===== src/hw/rtl/kbed_pkg.sv =====
// Shared types and constants of the key debounce event detector.
`timescale 1ns / 1ps
package kbed_pkg;

  localparam int NUM_KEYS_DEF = 8;

  localparam int KEY_W   = 3;
  localparam int TICK_W  = 32;
  localparam int DEB_W   = 16;
  localparam int CLICK_W = 8;
  localparam int CFG_IDX_W = 2;

  // Configuration register indexes
  localparam logic [CFG_IDX_W-1:0] CFG_DEBOUNCE = 2'd0;
  localparam logic [CFG_IDX_W-1:0] CFG_LONG     = 2'd1;
  localparam logic [CFG_IDX_W-1:0] CFG_CLICK    = 2'd2;

  localparam logic [DEB_W-1:0]  DEB_RST   = 16'd20;
  localparam logic [TICK_W-1:0] LONG_RST  = 32'd1000;
  localparam logic [TICK_W-1:0] CLICK_RST = 32'd300;

  localparam logic [CLICK_W-1:0] CLICK_MAX = 8'hFF;

  // Phase bits: sampled level, debounced level, first-up gate
  localparam logic [2:0] LVL_BIT  = 3'h1;
  localparam logic [2:0] DEB_BIT  = 3'h2;
  localparam logic [2:0] GATE_BIT = 3'h4;
  localparam logic [2:0] PH_UP    = GATE_BIT | DEB_BIT | LVL_BIT;
  localparam logic [2:0] PH_GODN  = PH_UP ^ LVL_BIT;
  localparam logic [2:0] PH_DOWN  = PH_GODN ^ DEB_BIT;
  localparam logic [2:0] PH_GOUP  = PH_DOWN ^ LVL_BIT;

  localparam int FIFO_DEPTH = 4;
  localparam int FIFO_AW    = $clog2(FIFO_DEPTH);

  typedef enum logic [1:0] {
    EV_PRESS   = 2'd0,
    EV_RELEASE = 2'd1,
    EV_CLICK   = 2'd2,
    EV_LONG    = 2'd3
  } kbed_kind_t;

  typedef struct packed {
    kbed_kind_t         kind;
    logic [KEY_W-1:0]   key;
    logic [CLICK_W-1:0] clicks;
    logic [TICK_W-1:0]  held;
    logic               last;
  } kbed_evt_t;

  typedef struct packed {
    logic [DEB_W-1:0]  debounce;
    logic [TICK_W-1:0] long_press;
    logic [TICK_W-1:0] click_timeout;
  } kbed_cfg_t;

endpackage


===== src/hw/rtl/kbed_key_unit.sv =====
// Per-key state tables and the single-pass event decision for one request.
`timescale 1ns / 1ps
module kbed_key_unit #(
  parameter int NUM_KEYS = kbed_pkg::NUM_KEYS_DEF
) (
  input  logic                        clk,
  input  logic                        rst_n,
  input  logic                        fire,
  input  logic [kbed_pkg::KEY_W-1:0]  key,
  input  logic                        lvl,
  input  logic [kbed_pkg::TICK_W-1:0] now,
  input  kbed_pkg::kbed_cfg_t         cfg,
  output logic [1:0]                  evt_cnt,
  output kbed_pkg::kbed_evt_t         evt0,
  output kbed_pkg::kbed_evt_t         evt1
);
  import kbed_pkg::*;

  localparam int KIDX_W = (NUM_KEYS > 1) ? $clog2(NUM_KEYS) : 1;

  logic [2:0]         phase_r [NUM_KEYS];
  logic [CLICK_W-1:0] cc_r    [NUM_KEYS];
  logic [TICK_W-1:0]  lct_r   [NUM_KEYS];
  logic [TICK_W-1:0]  lpref_r [NUM_KEYS];
  logic [TICK_W-1:0]  chg_r   [NUM_KEYS];
  logic [TICK_W-1:0]  prior_r [NUM_KEYS];

  logic [KIDX_W-1:0]  kidx;
  logic               in_range, ignore;
  logic [2:0]         ph0, phase_nxt;
  logic [CLICK_W-1:0] cc, cc_nxt;
  logic [TICK_W-1:0]  lct, lpref, chg, prior;
  logic [TICK_W-1:0]  lct_nxt, lpref_nxt, chg_nxt, prior_nxt;
  logic [TICK_W-1:0]  held;
  logic               click_hit, second_hit;
  kbed_evt_t          click_ev, second_ev;
  logic               upd;

  assign kidx     = KIDX_W'(key);
  assign in_range = 32'(key) < NUM_KEYS;
  assign cc       = cc_r[kidx];
  assign lct      = lct_r[kidx];
  assign lpref    = lpref_r[kidx];
  assign chg      = chg_r[kidx];
  assign prior    = prior_r[kidx];

  always_comb begin
    ignore     = !in_range || (((phase_r[kidx] & GATE_BIT) == 3'h0) && !lvl);
    ph0        = ((phase_r[kidx] & GATE_BIT) != 3'h0) ? phase_r[kidx] : PH_UP;
    held       = now - lpref;
    click_hit  = (cfg.click_timeout != '0) && (cc != '0) &&
                 ((now - lct) >= cfg.click_timeout);
    cc_nxt     = click_hit ? '0 : cc;
    phase_nxt  = ph0;
    lct_nxt    = lct;
    lpref_nxt  = lpref;
    chg_nxt    = chg;
    prior_nxt  = prior;
    second_hit = 1'b0;
    second_ev  = '{kind: EV_PRESS, key: key, clicks: '0, held: '0, last: 1'b1};
    click_ev   = '{kind: EV_CLICK, key: key, clicks: cc, held: '0, last: 1'b0};

    if (lvl != ph0[0]) begin
      phase_nxt = ph0 ^ LVL_BIT;
      chg_nxt   = now;
    end else if (ph0 == PH_GODN) begin
      if ((now - chg) >= TICK_W'(cfg.debounce)) begin
        phase_nxt  = PH_DOWN;
        prior_nxt  = chg;
        lpref_nxt  = chg;
        second_hit = 1'b1;
      end
    end else if (ph0 == PH_DOWN) begin
      if ((cfg.long_press != '0) && (held >= cfg.long_press)) begin
        second_hit     = 1'b1;
        second_ev.kind = EV_LONG;
        second_ev.held = held;
        lpref_nxt      = lpref + cfg.long_press;
      end
    end else if (ph0 == PH_GOUP) begin
      if ((now - chg) >= TICK_W'(cfg.debounce)) begin
        if ((chg - prior) < cfg.click_timeout) begin
          if (cc_nxt != CLICK_MAX) begin
            cc_nxt = cc_nxt + 8'd1;
          end
          lct_nxt = chg;
        end
        phase_nxt      = PH_UP;
        prior_nxt      = chg;
        second_hit     = 1'b1;
        second_ev.kind = EV_RELEASE;
      end
    end

    // Click report goes first; the final result carries the last flag.
    evt1 = second_ev;
    if (ignore) begin
      evt_cnt = 2'd0;
      evt0    = second_ev;
    end else if (click_hit && second_hit) begin
      evt_cnt = 2'd2;
      evt0    = click_ev;
    end else if (click_hit) begin
      evt_cnt       = 2'd1;
      evt0          = click_ev;
      evt0.last     = 1'b1;
    end else if (second_hit) begin
      evt_cnt = 2'd1;
      evt0    = second_ev;
    end else begin
      evt_cnt = 2'd0;
      evt0    = second_ev;
    end
  end

  assign upd = fire && !ignore;

  always_ff @(posedge clk) begin
    if (!rst_n) begin
      for (int i = 0; i < NUM_KEYS; i++) begin
        phase_r[i] <= 3'h0;
        cc_r[i]    <= '0;
      end
    end else if (upd) begin
      phase_r[kidx] <= phase_nxt;
      cc_r[kidx]    <= cc_nxt;
    end
  end

  always_ff @(posedge clk) begin
    if (upd) begin
      lct_r[kidx]   <= lct_nxt;
      lpref_r[kidx] <= lpref_nxt;
      chg_r[kidx]   <= chg_nxt;
      prior_r[kidx] <= prior_nxt;
    end
  end

endmodule


===== src/hw/rtl/kbed_evt_fifo.sv =====
// Result queue: takes up to two events a cycle, hands out one.
`timescale 1ns / 1ps
module kbed_evt_fifo (
  input  logic                clk,
  input  logic                rst_n,
  input  logic                push,
  input  logic [1:0]          push_cnt,
  input  kbed_pkg::kbed_evt_t push0,
  input  kbed_pkg::kbed_evt_t push1,
  output logic                room,
  output logic                out_valid,
  input  logic                out_ready,
  output kbed_pkg::kbed_evt_t head
);
  import kbed_pkg::*;

  kbed_evt_t            mem_r [FIFO_DEPTH];
  logic [FIFO_AW-1:0]   wr_r, rd_r;
  logic [FIFO_AW:0]     cnt_r;
  logic                 pop;
  logic [1:0]           n_push;

  assign pop       = out_valid && out_ready;
  assign out_valid = cnt_r != '0;
  assign head      = mem_r[rd_r];
  // Room for two more after this cycle's pop.
  assign room      = (cnt_r - (FIFO_AW + 1)'(pop)) <= (FIFO_AW + 1)'(FIFO_DEPTH - 2);
  assign n_push    = push ? push_cnt : 2'd0;

  always_ff @(posedge clk) begin
    if (!rst_n) begin
      wr_r  <= '0;
      rd_r  <= '0;
      cnt_r <= '0;
    end else begin
      wr_r  <= wr_r + FIFO_AW'(n_push);
      rd_r  <= rd_r + FIFO_AW'(pop);
      cnt_r <= cnt_r + (FIFO_AW + 1)'(n_push) - (FIFO_AW + 1)'(pop);
    end
  end

  always_ff @(posedge clk) begin
    if (n_push != 2'd0) begin
      mem_r[wr_r] <= push0;
    end
    if (n_push == 2'd2) begin
      mem_r[wr_r + FIFO_AW'(1)] <= push1;
    end
  end

endmodule


===== src/hw/rtl/key_debounce_event_detector_top.sv =====
// Top level of the key debounce and event detector.
//
//  channel | direction | handshake           | payload
//  in      | input     | in_valid/in_ready   | key_index, pin_level, now_tick
//  out     | output    | out_valid/out_ready | event_kind, event_key, click_total,
//          |           |                     | held_ticks, last_event
//  cfg     | input     | cfg_valid/cfg_ready | cfg_index, cfg_data (always ready)
//
// One request per cycle is accepted while the input register is not stalled;
// it is held in the input register, where the key state is read, decided and
// written back in a single pass. Results pass from the input register into the
// result queue and show on the out ports from there; a request with two results
// takes the output port once for each, so the output side bounds the rate.
// The input register stalls when the four-entry result queue lacks room for two.
// Synchronous active-low reset clears key phases, click counts and the queue.
`timescale 1ns / 1ps
module key_debounce_event_detector_top #(
  parameter int NUM_KEYS = kbed_pkg::NUM_KEYS_DEF
) (
  input  logic                           clk,
  input  logic                           rst_n,
  input  logic                           in_valid,
  output logic                           in_ready,
  input  logic [kbed_pkg::KEY_W-1:0]     in_key_index,
  input  logic                           in_pin_level,
  input  logic [kbed_pkg::TICK_W-1:0]    in_now_tick,
  output logic                           out_valid,
  input  logic                           out_ready,
  output logic [1:0]                     out_event_kind,
  output logic [kbed_pkg::KEY_W-1:0]     out_event_key,
  output logic [kbed_pkg::CLICK_W-1:0]   out_click_total,
  output logic [kbed_pkg::TICK_W-1:0]    out_held_ticks,
  output logic                           out_last_event,
  input  logic                           cfg_valid,
  output logic                           cfg_ready,
  input  logic [kbed_pkg::CFG_IDX_W-1:0] cfg_index,
  input  logic [kbed_pkg::TICK_W-1:0]    cfg_data
);
  import kbed_pkg::*;

  kbed_cfg_t          cfg_r;
  logic               s1_valid_r;
  logic [KEY_W-1:0]   s1_key_r;
  logic               s1_lvl_r;
  logic [TICK_W-1:0]  s1_now_r;
  logic               room, fire;
  logic [1:0]         evt_cnt;
  kbed_evt_t          evt0, evt1, head;

  assign cfg_ready = 1'b1;
  assign fire      = s1_valid_r && room;
  assign in_ready  = !s1_valid_r || fire;

  always_ff @(posedge clk) begin
    if (!rst_n) begin
      cfg_r.debounce      <= DEB_RST;
      cfg_r.long_press    <= LONG_RST;
      cfg_r.click_timeout <= CLICK_RST;
    end else if (cfg_valid && cfg_ready) begin
      case (cfg_index)
        CFG_DEBOUNCE: cfg_r.debounce      <= cfg_data[DEB_W-1:0];
        CFG_LONG:     cfg_r.long_press    <= cfg_data;
        CFG_CLICK:    cfg_r.click_timeout <= cfg_data;
        default:      ;
      endcase
    end
  end

  always_ff @(posedge clk) begin
    if (!rst_n) begin
      s1_valid_r <= 1'b0;
    end else if (in_ready) begin
      s1_valid_r <= in_valid;
    end
  end

  always_ff @(posedge clk) begin
    if (in_valid && in_ready) begin
      s1_key_r <= in_key_index;
      s1_lvl_r <= in_pin_level;
      s1_now_r <= in_now_tick;
    end
  end

  kbed_key_unit #(
    .NUM_KEYS(NUM_KEYS)
  ) u_key (
    .clk    (clk),
    .rst_n  (rst_n),
    .fire   (fire),
    .key    (s1_key_r),
    .lvl    (s1_lvl_r),
    .now    (s1_now_r),
    .cfg    (cfg_r),
    .evt_cnt(evt_cnt),
    .evt0   (evt0),
    .evt1   (evt1)
  );

  kbed_evt_fifo u_fifo (
    .clk      (clk),
    .rst_n    (rst_n),
    .push     (fire),
    .push_cnt (evt_cnt),
    .push0    (evt0),
    .push1    (evt1),
    .room     (room),
    .out_valid(out_valid),
    .out_ready(out_ready),
    .head     (head)
  );

  assign out_event_kind  = head.kind;
  assign out_event_key   = head.key;
  assign out_click_total = head.clicks;
  assign out_held_ticks  = head.held;
  assign out_last_event  = head.last;

endmodule


===== config.mk =====
export PLATFORM = sky130hd
export DESIGN_NAME = key_debounce_event_detector_top
export DESIGN_NICKNAME = d
export VERILOG_FILES = /design/src/hw/rtl/kbed_pkg.sv /design/src/hw/rtl/kbed_key_unit.sv /design/src/hw/rtl/kbed_evt_fifo.sv /design/src/hw/rtl/key_debounce_event_detector_top.sv
export SDC_FILE = /design/constraint.sdc
export NUM_CORES = 2
export LEC_CHECK = 0
export BUFFER_PORTS_ARGS = -buffer_cell sky130_fd_sc_hd__buf_2
export CAP_MARGIN = 20
export CORE_MARGIN = 10
export CORE_UTILIZATION = 35
export DETAILED_ROUTE_END_ITERATION = 16
export SYNTH_ARGS = -nofsm -noshare
export SYNTH_HDL_FRONTEND = slang
export SYNTH_SLANG_ARGS = --single-unit

===== constraint.sdc =====
create_clock -name clk -period 59.3 [get_ports clk]
set_input_delay 8.895 -clock clk [delete_from_list [all_inputs] [get_ports clk]]
set_output_delay 8.895 -clock clk [all_outputs]
set_load 0.01 [all_outputs]

Word level (Yosys, flattened, before mapping)
Memories as Yosys holds them, arrays and structs flattened. A register that Yosys moved wholly into a read port is not among the register bits.
Index checks and enable logic that the tools add are counted.
{"block": "word_totals", "regBits": 124, "ramBits": 1296, "input_bits": 75, "out_inout_bits": 49, "elab_cells": 146, "memories": 7}
{"name": "u_key.chg_r", "depth": 8, "width": 32, "read_ports": 1, "rd_ports_with_merged_regs": 1, "wr": 1, "line": "kbed_key_unit.sv:25", "text": "logic [TICK_W-1:0] chg_r [NUM_KEYS];"}
{"name": "u_key.lct_r", "depth": 8, "width": 32, "read_ports": 1, "rd_ports_with_merged_regs": 1, "wr": 1, "line": "kbed_key_unit.sv:23", "text": "logic [TICK_W-1:0] lct_r [NUM_KEYS];"}
{"name": "u_key.lpref_r", "depth": 8, "width": 32, "read_ports": 1, "rd_ports_with_merged_regs": 1, "wr": 1, "line": "kbed_key_unit.sv:24", "text": "logic [TICK_W-1:0] lpref_r [NUM_KEYS];"}
{"name": "u_key.prior_r", "depth": 8, "width": 32, "read_ports": 1, "rd_ports_with_merged_regs": 1, "wr": 1, "line": "kbed_key_unit.sv:26", "text": "logic [TICK_W-1:0] prior_r [NUM_KEYS];"}
{"name": "u_fifo.mem_r", "depth": 4, "width": 46, "read_ports": 1, "rd_ports_with_merged_regs": 1, "wr": 2, "line": "kbed_evt_fifo.sv:17", "text": "kbed_evt_t mem_r [FIFO_DEPTH];"}
{"name": "u_key.cc_r", "depth": 8, "width": 8, "read_ports": 1, "rd_ports_with_merged_regs": 1, "wr": 8, "line": "kbed_key_unit.sv:22", "text": "logic [CLICK_W-1:0] cc_r [NUM_KEYS];"}
{"name": "1 more memories"}
{"block": "classes", "n_addsub": 12, "magnitude_cmp": 5, "eq_ne": 8, "n_mux": 78, "bitwise": 1, "reduce_logical": 25}
{"operator": "$mux W32", "n": 21}
{"operator": "$mux W46", "n": 3}
{"operator": "$sub A32 B32 Y32", "n": 4}
{"operator": "$mux W8", "n": 9}
{"operator": "$ge A32 B32 Y1", "n": 2}
{"operator": "$reduce_bool A32 Y1", "n": 2}
{"operator": "$mux W3", "n": 15}
{"operator": "$add A32 B32 Y32", "n": 1}
{"operator": "$ge A32 B16 Y1", "n": 1}
{"operator": "$lt A32 B32 Y1", "n": 1}
{"operator": "$mux W2", "n": 11}
{"operator": "$mux W1", "n": 19}
{"operator": "$eq A3 B3 Y1 const B", "n": 3}
{"operator": "$logic_and A1 B1 Y1", "n": 9}
{"operator": "$add A8 B1 Y8 const B", "n": 1}
{"operator": "$ne A8 B8 Y1 const B", "n": 1}
{"operator": "$reduce_bool A8 Y1", "n": 1}
{"operator": "$reduce_or A8 Y1", "n": 1}
{"operator": "$reduce_and A2 Y1", "n": 3}
{"operator": "$sub A3 B1 Y3", "n": 2}
{"operator": "$eq A2 B2 Y1 const B", "n": 2}
{"operator": "$add A3 B2 Y3", "n": 1}
{"operator": "$le A3 B2 Y1 const B", "n": 1}
{"operator": "$logic_not A1 Y1", "n": 3}
{"operator": "12 further kinds", "n": 12}

Longest topological paths before layout
{"block": "depth", "word_depth": 15, "ltp_mapped": 39, "mapped_depth_nobuf": 32}

Hierarchy
Synthesis repeated with hierarchy kept, for this count alone.
{"block": "unflattened", "hier_cells": 5042, "area_unflattened_um2": 67704.9}
{"mod": "kbed_key_unit", "instances": 1, "cells_per_inst": 4187, "area_each_um2": 53899.2, "seq_area_each_um2": 33311.9}
{"mod": "kbed_evt_fifo", "instances": 1, "cells_per_inst": 505, "area_each_um2": 9556.7, "seq_area_each_um2": 5665.4}
{"mod": "key_debounce_event_detector_top", "instances": 1, "cells_per_inst": 350, "area_each_um2": 4249.1, "seq_area_each_um2": 2702.6}

Worst setup path after synthesis
No wires, ideal clock.
{"block": "synth_path", "kind": "input port to flip-flop", "startpoint": "in out_ready", "endpoint": "mem u_key.phase_r[0][1], data pin", "setup_ns": 0.131, "t_arrival_ns": 25.554, "t_required_ns": 59.169, "slack_ns": 33.614, "stages": 10, "path_buffers": 1, "cell_sequence": "and2_1 -> ha_1 -> ha_1 -> xor2_1 -> nor2_1 -> nand3_1 -> clkbuf_1 -> nor4_1 -> nand2_1 -> o21ba_1"}
{"element": "start, declared", "line": "key_debounce_event_detector_top.sv:28", "text": "input logic out_ready,"}
{"element": "end, declared", "line": "kbed_key_unit.sv:21", "text": "logic [2:0] phase_r [NUM_KEYS];"}

Final worst setup path
{"block": "layout_path", "startpoint": "in out_ready", "endpoint": "out in_ready"}
{"block": "layout_via", "elab_chain_cells": 5}
{"element": "$logic_and A1 B1 Y1", "line": "kbed_evt_fifo.sv:23", "text": "assign pop = out_valid && out_ready;"}
{"element": "$sub A3 B1 Y3", "line": "kbed_evt_fifo.sv:27", "text": "assign room = (cnt_r - (FIFO_AW + 1)'(pop)) <= (FIFO_AW + 1)'(FIFO_DEPTH - 2);"}
{"element": "$le A3 B2 Y1", "line": "kbed_evt_fifo.sv:27"}
{"element": "$logic_and A1 B1 Y1", "line": "key_debounce_event_detector_top.sv:51", "text": "assign fire = s1_valid_r && room;"}
{"element": "$logic_or A1 B1 Y1", "line": "key_debounce_event_detector_top.sv:52", "text": "assign in_ready = !s1_valid_r || fire;"}
{"element": "end, declared", "line": "key_debounce_event_detector_top.sv:23", "text": "output logic in_ready,"}
No other way between the ends.

==> run_results.csv <==
group,metric,value,unit
synth,ys_seq_area_share,61.8,%
place,routabilityCongestion,0.922,
sta,tightestPinTransition,1.38,ns
synth,ys_warn_count,0,
critical_path,start_kind,"input pin",
synth,synth.net_count,4987,
pwr,p_comb_share,36.1,%
drt,routed_wl,185,mm
floorplanning,die_area,0.209,mm^2
cts,cts_hold_buffers,0,
pwr,power_frac_clock,27.6,%
cells_and_area,mostFrequentLayoutCells,"edfxtp_1, nor2_1, nand2_1",
global_route,track_usage,17.2,%
sta,skew,0.0618,ns
synth,avgSynthCellArea,14.5,um^2
sta,hold_ws,0.446,ns
synth,synthCells,4631,
critical_path,cp_data_required_time,50.41,ns
drt,dr_wl_met3,11.9,mm
cells_and_area,area.growth.synth_to_final,13.0,%
cts,htreeDepth,4,
synth,synthArstFlopShare,0,%
sta,fmax,52.4,MHz
synth,synthAdderAreaFrac,5.32,%
drt,ant_nets,0,
cts,cts-root-buf,"clkbuf_16",
critical_path,path_max_fanout,3,
cts,clock-sinks,1423,
place,place.port_buffers,122,
synth,ys_seq_elements,1423,
synth,yosys.area_share.simple,7.60,%
critical_path,cp-end-kind,"primary output",
floorplanning,row_count,160,
drt,met2WireLength,88.2,mm
pwr,internal_power,2.22,mW
worst_hold_path,min_path_type,"reg -> reg",
drt,drt_iter0_drc,3766,
drt,met1_length,79.4,mm
synth,synth_edf_count,1288,
pwr,p_sw_share,35.1,%
critical_path,worstSetupPathType,"in -> out",
global_route,grt_antenna_before_repair,14,
sta,final.min_clock_period,19.08,ns
sta,final-setup-viol-count,0,
global_route,grt_max_degree,97,
pwr,p_switching,1.20,mW
sta,slew_violations,0,
synth,synth_cell_types,106,
global_route,grt_pass1_wl,272,mm
pwr,powerDensity,45.2,mW/mm^2
synth,synth_xor_area_share,1.80,%
place,dp_hpwl,120,mm
pwr,power_leakage,26.1,nW
cts,clock_latency,0.81,ns
run,maxCapViolations,0,
cells_and_area,final_common_cell,"edfxtp_1",
cells_and_area,fin_nets,5148,
critical_path,critPathArrivalTime,10.18,ns
floorplanning,ios,124,
run_status,status,"finished, final reports clean",
pwr,vdd_drop_max,26.6,uV
global_route,gr-total-overflow,0,
floorplanning,core,0.190,mm^2
synth,synth_top_family_by_area,"multiplexers",
pwr,p_seq_share,36.3,%
synth,synth_area,0.0669,mm^2
synth,synth_mux_area_share,13.2,%
floorplanning,start_util,35.2,%
cts,clk_pin_slew,0.06,ns
drt,drc,0,
floorplanning,die_x,457,um
drt,drt_first_pass_iters,6,
sta,rsz0062_at_grt,"false",
sta,hold_violations,0,
cts,post_cts_buffers,0,
cts,cts_tree,"built",
global_route,grt_pass1_vias,40538,
drt,vias_per_cell,5.49,
synth,synth_ff_type,"edfxtp_1",
sta,timing.setup.tns,0,ns
cells_and_area,drive_above_1_share,16.8,%
cts,cts_made_buffers,150,
cts,max-clock-path-buffers,3,
drt,top_layer_used,"met4",
sta,slew-limit-headroom,7.88,%
drt,wl_per_cell,24.9,um
floorplanning,die_h,457,um
sta,period_share,32.2,%
synth,synth_compound_area_share,7.83,%
drt,vias,40782,
cts,cts-resized-gates,0,
metrics by stage:
stage / power (mW) / util (%) / instances / instance area, um^2 / worst slack (ns)
finish: 3.42 / 39.8 / 7430 / 75600 / 40.22
CTS: 3.43 / 39.8 / 7424 / 75600 / 40.23
global route: 3.60 / 39.8 / 7427 / 75600 / 40.11
global placement: 2.46 / 37.1 / 7150 / 70600 / 40.15
detailed placement: 2.48 / 37.1 / 7150 / 70600 / 40.23
floorplan: 2.11 / - / 4631 / 66900 / 33.61
worst max-delay path, stage by stage:
cell,delay (ns)
buf_2,0.09
and2_1,0.14
ha_1,0.22
ha_1,0.30
nor2_1,0.06
o21ai_0,0.27
buf_2,0.20
synth_stat cells (26+ instances only):
library cell  number  share of area [%]
dfxtp_1          135                4.0
nor4_1            32               0.30
xnor2_1           93                1.2
nor2b_1           26               0.24
a21oi_1          238                1.8
a21o_1            83               0.93
buf_1             45               0.25
edfxtp_1        1288                 58
xor2_1            43               0.56
o21ai_0          153                1.1
inv_1            214                1.2
nor2_1           412                2.3
ha_1             275                5.1
nand2b_1          37               0.35
buf_2             28               0.21
nand3_1           52               0.39
nand4_1           37               0.35
o211ai_1          34               0.38
clkbuf_1         106               0.59
mux2i_1          134                2.0
nor3_1            40               0.30
o21a_1            37               0.42
a21boi_0          74               0.83
mux4_2           324                 11
nand2_1          349                2.0
path summary, 6_finish.rpt:
kind	slack [ns]	start	endpoint	cells past startpoint
setup / recovery	40.22	out_ready	in_ready	7
hold / removal	0.45	u_fifo.mem_r[2][34]	u_fifo.mem_r[2][34]	2
setup reg to reg	47.66	flip-flop	u_fifo.mem_r[1][26]	29
hold reg to reg	0.45	u_fifo.mem_r[2][34]	u_fifo.mem_r[2][34]	2
cell type report:
cell class                      instances  area (um^2)
Clock inverter                         76          868
Tap cell                             2511         3140
Inverter                              216          811
Antenna cell                            5         12.5
Fill cell                           17475       115000
Clock buffer                          198         4110
Sequential cell                      1423        41400
Timing Repair Buffer                  197         1280
Multi-Input combinational cell       2804        24000
logic make-up after synthesis:
family | Yosys count
AND/OR/NAND/NOR | 1104
adder cells (fa/ha/maj) | 281
buffers and inverters | 404
XOR/XNOR | 137
flip-flops | 1423
multiplexers | 475
AO/OA/AOI/OAI | 806
other | 1
sequential cells by signal, indices dropped and copies added, names as in the netlist, 2 cells and up, named ones only:
name	cells
u_key.phase_r	24
u_key.lct_r	256
u_fifo.cnt_r	3
s1_key_r	3
u_key.lpref_r	256
u_fifo.mem_r	184
u_key.prior_r	256
s1_now_r	32
u_fifo.rd_r	2
cfg_r	80
u_key.chg_r	256
u_fifo.wr_r	2
u_key.cc_r	64
routing by layer:
layer  vias to the layer above  global-route usage (%)
met5                         -                       0
met4                         0                    5.31
met3                       277                    2.65
met2                      1403                    28.1
met1                     20870                    23.6
li1                      18232                       -
power by group through the flow:
stage	Combinational, mW	Clock (mW)	Sequential (mW)
6_report	1.23	0.944	1.24
5_1_grt	1.35	1.01	1.24
4_1_cts	1.23	0.962	1.24
3_5_place_dp	1.22	0	1.26
3_3_place_gp	1.20	0	1.26
2_1_floorplan	0.863	0	1.24
Note: power is estimated with default switching activity, not from simulation.
